$ cat config.mk
export PLATFORM = sky130hd
export DESIGN_NAME = ssc_point
export DESIGN_NICKNAME = d
export VERILOG_FILES = /design/src/rtl/core/ssc_pkg.sv /design/src/rtl/core/ssc_point.sv
export VERILOG_INCLUDE_DIRS = /design/src /design/src/rtl/core
export SDC_FILE = /design/constraint.sdc
export NUM_CORES = 2
export LEC_CHECK = 0
export BUFFER_PORTS_ARGS = -buffer_cell sky130_fd_sc_hd__buf_2
export CAP_MARGIN = 20
export CORE_MARGIN = 8
export CORE_UTILIZATION = 30
export DETAILED_ROUTE_END_ITERATION = 10
export PLACE_DENSITY = 0.51
export SYNTH_ARGS = -nofsm -noshare
export SYNTH_HDL_FRONTEND = slang
export SYNTH_SLANG_ARGS = --single-unit
$ cat constraint.sdc
create_clock -name clk -period 19.4 [get_ports clk]
set_input_delay 0.97 -clock clk [delete_from_list [all_inputs] [get_ports clk]]
set_output_delay 0.97 -clock clk [all_outputs]
set_load 0.005 [all_outputs]
$ cat src/rtl/core/sphere_sphere_contact_macros.svh
// assertion helpers for the rtl, included by ssc_point
`ifndef SPHERE_SPHERE_CONTACT_MACROS_SVH
`define SPHERE_SPHERE_CONTACT_MACROS_SVH
`ifndef SYNTHESIS
`define SSC_ASSERT(lbl, ante, cons) \
  lbl: assert property (@(posedge clk) disable iff (!rst_n) (ante) |-> (cons)) \
    else $error("ssc assertion failed");
`define SSC_ASSERT_NEXT(lbl, ante, cons) \
  lbl: assert property (@(posedge clk) disable iff (!rst_n) (ante) |=> (cons)) \
    else $error("ssc assertion failed");
`else
`define SSC_ASSERT(lbl, ante, cons)
`define SSC_ASSERT_NEXT(lbl, ante, cons)
`endif
`endif

$ cat src/rtl/core/ssc_pkg.sv
package ssc_pkg;

  localparam int FRAC_BITS_DEF = 16;
  localparam int CW = 32;   // coordinate width
  localparam int DW = 33;   // centre difference width
  localparam int RW = 31;   // radius width
  localparam int LW = 32;   // distance width
  localparam int NW = 18;   // normal field width

  typedef struct packed {
    logic signed [DW-1:0] dx;
    logic signed [DW-1:0] dy;
    logic signed [DW-1:0] dz;
    logic signed [CW-1:0] bx;
    logic signed [CW-1:0] by;
    logic signed [CW-1:0] bz;
    logic [LW-1:0]        rsum;
    logic [RW-1:0]        rb;
    logic                 stat_a;
    logic                 stat_b;
    logic                 hit;
  } pair_t;

  typedef struct packed {
    logic [RW-1:0]        pen;
    logic signed [CW-1:0] k;
    logic [2:0]           sgn;
    logic signed [CW-1:0] bx;
    logic signed [CW-1:0] by;
    logic signed [CW-1:0] bz;
    logic                 stat_a;
    logic                 stat_b;
    logic                 hit;
    logic                 lz;
  } divc_t;

  typedef struct packed {
    logic          has_contact;
    logic [NW-1:0] nx;
    logic [NW-1:0] ny;
    logic [NW-1:0] nz;
    logic [RW-1:0] pen;
    logic [CW-1:0] px;
    logic [CW-1:0] py;
    logic [CW-1:0] pz;
    logic          first_body;
    logic          second_body;
  } res_t;

  function automatic logic [LW-1:0] mag33(logic signed [DW-1:0] v);
    logic [DW-1:0] t;
    t = v[DW-1] ? DW'(-v) : DW'(v);
    return t[LW-1:0];
  endfunction

endpackage

$ cat src/rtl/core/ssc_point.sv
`include "sphere_sphere_contact_macros.svh"

module ssc_point #(
  parameter int FRAC_BITS = ssc_pkg::FRAC_BITS_DEF
) (
  input  logic               clk,
  input  logic               rst_n,
  input  logic               in_valid,
  output logic               in_ready,
  input  logic [FRAC_BITS:0] in_q [3],
  input  ssc_pkg::divc_t     in_c,
  output logic               out_valid,
  input  logic               out_ready,
  output ssc_pkg::res_t      out_res
);

  localparam int QW = FRAC_BITS + 1;
  localparam int PW = QW + 31;

  logic           va_r, vb_r;
  logic           rdy_a, rdy_b;
  ssc_pkg::divc_t c_a_r;
  logic [PW-1:0]  prod_r [3];
  logic [17:0]    nrm_r  [3];
  logic [QW-1:0]  nmag   [3];
  logic [QW:0]    nneg   [3];
  logic signed [QW:0] nf [3];
  logic [31:0]    kmag;
  logic [31:0]    pm     [3];
  logic signed [33:0] off [3];
  logic signed [33:0] sum [3];
  logic [31:0]    sat    [3];
  logic signed [31:0] bsel [3];
  ssc_pkg::res_t  res_nxt, res_r;

  assign rdy_b    = !vb_r || out_ready;
  assign rdy_a    = !va_r || rdy_b;
  assign in_ready = rdy_a;

  always_comb begin
    kmag = in_c.k[31] ? 32'(-in_c.k) : 32'(in_c.k);
    for (int i = 0; i < 3; i++) begin
      // coincident centres give a zero normal
      nmag[i] = in_c.lz ? '0 : in_q[i];
      nneg[i] = (QW + 1)'(-{1'b0, nmag[i]});
      nf[i]   = in_c.sgn[i] ? signed'(nneg[i]) : signed'({1'b0, nmag[i]});
    end
  end

  always_ff @(posedge clk) begin
    if (!rst_n) begin
      va_r <= 1'b0;
      vb_r <= 1'b0;
    end else begin
      if (rdy_a) va_r <= in_valid;
      if (rdy_b) vb_r <= va_r;
    end
  end

  always_ff @(posedge clk) begin
    if (rdy_a) begin
      c_a_r <= in_c;
      for (int i = 0; i < 3; i++) begin
        prod_r[i] <= PW'(nmag[i]) * PW'(kmag[30:0]);
        nrm_r[i]  <= 18'(nf[i]);
      end
    end
  end

  always_comb begin
    bsel[0] = c_a_r.bx;
    bsel[1] = c_a_r.by;
    bsel[2] = c_a_r.bz;
    for (int i = 0; i < 3; i++) begin
      pm[i]  = prod_r[i][PW-1:FRAC_BITS];
      off[i] = (c_a_r.sgn[i] ^ c_a_r.k[31]) ? -signed'({2'b00, pm[i]})
                                             : signed'({2'b00, pm[i]});
      sum[i] = 34'(bsel[i]) + off[i];
      if (sum[i] > 34'sh0_7FFF_FFFF) begin
        sat[i] = 32'h7FFF_FFFF;
      end else if (sum[i] < -34'sh0_8000_0000) begin
        sat[i] = 32'h8000_0000;
      end else begin
        sat[i] = sum[i][31:0];
      end
    end
    res_nxt = '0;
    if (c_a_r.hit) begin
      res_nxt.has_contact = 1'b1;
      res_nxt.nx          = nrm_r[0];
      res_nxt.ny          = nrm_r[1];
      res_nxt.nz          = nrm_r[2];
      res_nxt.pen         = c_a_r.pen;
      res_nxt.px          = sat[0];
      res_nxt.py          = sat[1];
      res_nxt.pz          = sat[2];
      res_nxt.first_body  = !c_a_r.stat_a;
      res_nxt.second_body = !c_a_r.stat_b;
    end
  end

  always_ff @(posedge clk) begin
    if (rdy_b) res_r <= res_nxt;
  end

  assign out_valid = vb_r;
  assign out_res   = res_r;

  `SSC_ASSERT(a_miss_zero, vb_r && !res_r.has_contact, res_r == '0)
  `SSC_ASSERT(a_hit_body, vb_r && res_r.has_contact, res_r.first_body || res_r.second_body)
  `SSC_ASSERT(a_lz_normal, va_r && c_a_r.lz, nrm_r[0] == '0 && nrm_r[1] == '0 && nrm_r[2] == '0)
  `SSC_ASSERT_NEXT(a_stage_hold, va_r && !rdy_a, va_r && $stable(prod_r[0]))

endmodule

## After elaboration in Yosys (flattened, before gate mapping)

Memory sizes are Yosys's and may differ from the RTL's.
Cells that the tools add are included.

- Register bits: 351
- Output and inout bits: 186
- Memories kept: 2
- Memory bits (writable): 198

- Mux-type cells: 19
- Multipliers: 3
- Bitwise gates (word level): 4
- $lt $le $gt $ge: 6
- Add/subtract/negate cells: 10
- Reductions and logical operators: 9

Memories:

| memory | depth | width | rd ports | clocked after Yosys merged registers in | wr ports | RTL line | text |
|---|---|---|---|---|---|---|---|
| prod_r | 3 | 48 | 3 | 0 | 3 | ssc_point.sv:23 | `logic [PW-1:0] prod_r [3];` |
| nrm_r | 3 | 18 | 3 | 0 | 3 | ssc_point.sv:24 | `logic [17:0] nrm_r [3];` |

Operators by type and width:

| cell | number |
|---|---|
| $mux W32 | 6 |
| $mux W184 | 1 |
| $mul A17 B31 Y48 | 3 |
| $add A32 B34 Y34 | 3 |
| $gt A34 B32 Y1 const B | 3 |
| $lt A34 B32 Y1 const B | 3 |
| $mux W34 | 3 |
| $neg A32 Y34 | 3 |
| $mux W18 | 3 |
| $neg A17 Y18 | 3 |
| $mux W17 | 3 |
| $mux W31 | 1 |
| $neg A31 Y31 | 1 |
| $reduce_or A2 Y1 | 3 |
| $logic_not A1 Y1 | 4 |
| $xor A1 B1 Y1 | 3 |
| $logic_or A1 B1 Y1 | 2 |
| $mux W1 | 2 |
| $not A1 Y1 | 1 |

## Logic depth before layout (Yosys ltp)

An unclocked memory read counts as a cell.

- Word-level depth: 8
- Depth in mapped cells: 33

## Worst setup path before layout

No wires, ideal clock.

- Path kind: in2reg
- From: input port in_c[105] (netlist name)
- To: memory prod_r[0][45] (netlist name) (data pin)
- Setup time: 0.271 ns
- Path buffers: 2
- Arrival: 8.774 ns
- Stages on the path: 28
- Path slack: 10.355 ns
- Cells stage by stage: or4_1 -> nor2_1 -> nand2_1 -> or3_1 -> nand2b_1 -> o21a_1 -> xor2_1 -> clkbuf_1 -> buf_1 -> nand2_1 -> fa_1 -> fa_1 -> fa_1 -> inv_1 -> fa_1 -> fa_1 -> inv_1 -> fa_1 -> inv_1 -> ha_1 -> a211o_1 -> nor4_1 -> nand3_1 -> a221oi_1 -> o21a_1 -> nor4b_1 -> a2111oi_0 -> xnor2_1

RTL lines:

| what | RTL line | text |
|---|---|---|
| start, declared | ssc_point.sv:11 | `input ssc_pkg::divc_t in_c,` |
| end, declared | ssc_point.sv:23 |  |

==> results.sh <==
export IMPL_ios=407
export IMPL_vias=55230
export IMPL_max_cap_violations=0
export IMPL_postLayoutSetupSlackWorst_ps=9064
export IMPL_dp_cells=11110
export IMPL_cp_start_kind="input port"
export IMPL_first_global_vias=59340
export IMPL_synth_edff_count=468
export IMPL_yosysSeqAreaShare=0.1955
export IMPL_dr_pass1_iters=7
export IMPL_syn_nets=9745
export IMPL_clock_latency_ps=700
export IMPL_skew_ps=46.49
export IMPL_ant_nets=0
export IMPL_synth_top_family_by_area="adder cells"
export IMPL_dp_hpwl_mm=193.4
export IMPL_crit_fanout=28
export IMPL_clock_root_buffer="clkbuf_16"
export IMPL_hold_viol_final=0
export IMPL_synth_area_top_cells="fa_1, edfxtp_1, ha_1"
export IMPL_leakage_nw=38.26
export IMPL_clk_pin_slew_ps=70
export IMPL_cts_hold_buf=0
export IMPL_antenna_found_initial=37
export IMPL_grt_pass1_wl_mm=376.8
export IMPL_cp_end_kind="register"
export IMPL_max_slew_margin_rel=0.2058
export IMPL_clock_fmax_ghz=0.09675
export IMPL_yosys_warnings=0
export IMPL_rr_worst_depth=14
export IMPL_holdPathStages=1
export IMPL_grt_max_degree=101
export IMPL_post_route_util=0.3352
export IMPL_critPathKind="in -> reg"
export IMPL_fin_hold_ws_ps=436.9
export IMPL_cts_resized=0
export IMPL_start_util=0.3006
export IMPL_r2r_slack_ps=12880
export IMPL_placed_area_sq_mm=0.07846
export IMPL_grtUsageTotal=0.1931
export IMPL_power_density_mw_per_mm2=159.3
export IMPL_cts_tree="done"
export IMPL_cts_buffer_depth=3
export IMPL_die_h_um=506.2
export IMPL_stdcell_count=11250
export IMPL_port_buffers=406
export IMPL_nNetsFinal=9970
export IMPL_numCtsBuffers=55
export IMPL_fin_crit_ps=10340
export IMPL_power_mw=12.81
export IMPL_synth_top_area_frac=0.3607
export IMPL_viasPerCell=4.911
export IMPL_pre_cts_ws_ps=8514
export IMPL_drt_iter0_markers=4117
export IMPL_cp_required_ps=19810
export IMPL_rsz0062_at_grt="no"
export IMPL_finalCritPeriodShare=0.5328
export IMPL_synthAdderAreaFrac=0.4416
export IMPL_fin_area_sq_mm=0.08041
export IMPL_vdd_ir_drop_max_uv=161.8
export IMPL_synth_compound_area_share=0.07446
export IMPL_syn2layout_area_growth_pct=11.54
export IMPL_globalRouteOverflowTotal=0
export IMPL_globalplace_congestion=0.9476
export IMPL_syn_area_sq_mm=0.07209
export IMPL_hold_path_class="in -> reg"
export IMPL_wire_per_inst_um=22.30
export IMPL_cts_setup_buffers=0
export IMPL_synth_distinct_cells=82
export IMPL_avgSynthCellArea_sq_um=9.291
export IMPL_yosys_register_bits=470
export IMPL_fp_row_count=180
export IMPL_cts_sinks=470
export IMPL_wl_mm=250.8
export IMPL_htree_levels=2
export IMPL_status="completed"
export IMPL_drive_above_1_share=0.09715
export IMPL_synth_top_cell_by_area="fa_1"
export IMPL_finalMaxSlewViolations=0
export IMPL_worstMarginPinSlew_ps=1176
export IMPL_die_area_sq_mm=0.2562
export IMPL_die_x_um=506.2
export IMPL_synthCells=7759
export IMPL_synthTopCellsByCount="inv_1, fa_1, nand2_1"
export IMPL_synth_most_common_cell="inv_1"
export IMPL_post_route_drc_count=0
export IMPL_tns_ps=0
export IMPL_muxShareOfSynthArea=0.0001562
export IMPL_crit_arrival_ps=10740
export IMPL_synth_xor_area_frac=0.04566
export IMPL_setup_viol=0
export IMPL_core_area_sq_mm=0.2399
export IMPL_synthSimpleGateAreaFrac=0.1423
export IMPL_ys_flop_type="edfxtp_1"
export IMPL_async_reset_ff_frac=0
-- placed cells by master (no fill, tap or decap), drive strengths merged, types with 34 or more instances in the layout --
| cell | instances |
|---|---|
| nor2 | 726 |
| a21oi | 231 |
| nand3 | 62 |
| ha | 466 |
| buf | 569 |
| xor2 | 138 |
| xnor2 | 237 |
| inv | 1530 |
| nor3 | 45 |
| o22ai | 34 |
| o21ai | 181 |
| nor2b | 75 |
| fa | 1299 |
| clkbuf | 67 |
| and2 | 112 |
| nand2 | 1141 |
| o31ai | 49 |
| a21o | 135 |
| nand2b | 75 |
| edfxtp | 468 |
-- final timing paths --
kind | start | to
worst max register to register | c_a_r[134] | out_res[96]
worst min-delay path | in_c[165] | c_a_r[165]
worst max-delay path | in_c[105] | prod_r[0][143]
worst min register to register | c_a_r[2] | out_res[0]
-- logic make-up after synthesis --
logic type                 Yosys count
adders and majority gates         1765
AOI/OAI and AO/OA                  838
muxes                                1
and+or+nand+nor                   2390
DFF                                470
xor gates and xnor gates           375
buffers and inverters             1920
-- sequential cells by signal (all words and copies together), names as in the netlist --
signal     cells
bsel          96
c_a_r         38
nrm_r         54
out_res      184
out_valid      1
prod_r        96
va_r           1
-- final cells by class --
class / instances / area [sq um]
clock buffer: 67 / 1463
inverter: 1519 / 5709
timing repair buffer: 569 / 3301
fill: 24880 / 159400
clock inverter: 35 / 352.8
antenna: 32 / 80.08
tap: 3185 / 3985
sequential: 470 / 14090
multi-input combinational: 5369 / 51420
-- critical path: stages --
cell,delay [ps]
buf_2,150
or4_1,590
nor2_1,270
nand2_1,230
o41ai_1,980
xnor2_2,280
buf_4,570
nand2_1,260
fa_1,580
inv_1,50
fa_1,480
fa_1,590
fa_1,450
fa_1,500
inv_1,60
fa_1,470
inv_1,40
ha_1,350
and3_1,250
nand2_1,70
nor4_1,430
nor4b_1,600
o211ai_1,220
o21ai_0,490
a21oi_1,270
o21bai_1,260
a21oi_1,110
xnor2_1,140
-- metal layers --
layer  vias up  GRT usage  routed length [um]
met1     28230     0.2453              101500
met4        10    0.09564               14600
met3       479    0.03114               17450
met5         -          0                  58
met2      2111     0.3200              117200
li1      24400          -                   -
-- power by group --
part           internal [mW]  leakage, nW  switching, mW  total [mW]
registers               1.77         5.11          0.156        1.92
clock network          0.588        0.879          0.473        1.06
logic                   3.89         32.3           5.94        9.82
No activity file was read; power rests on OpenSTA's default activity.
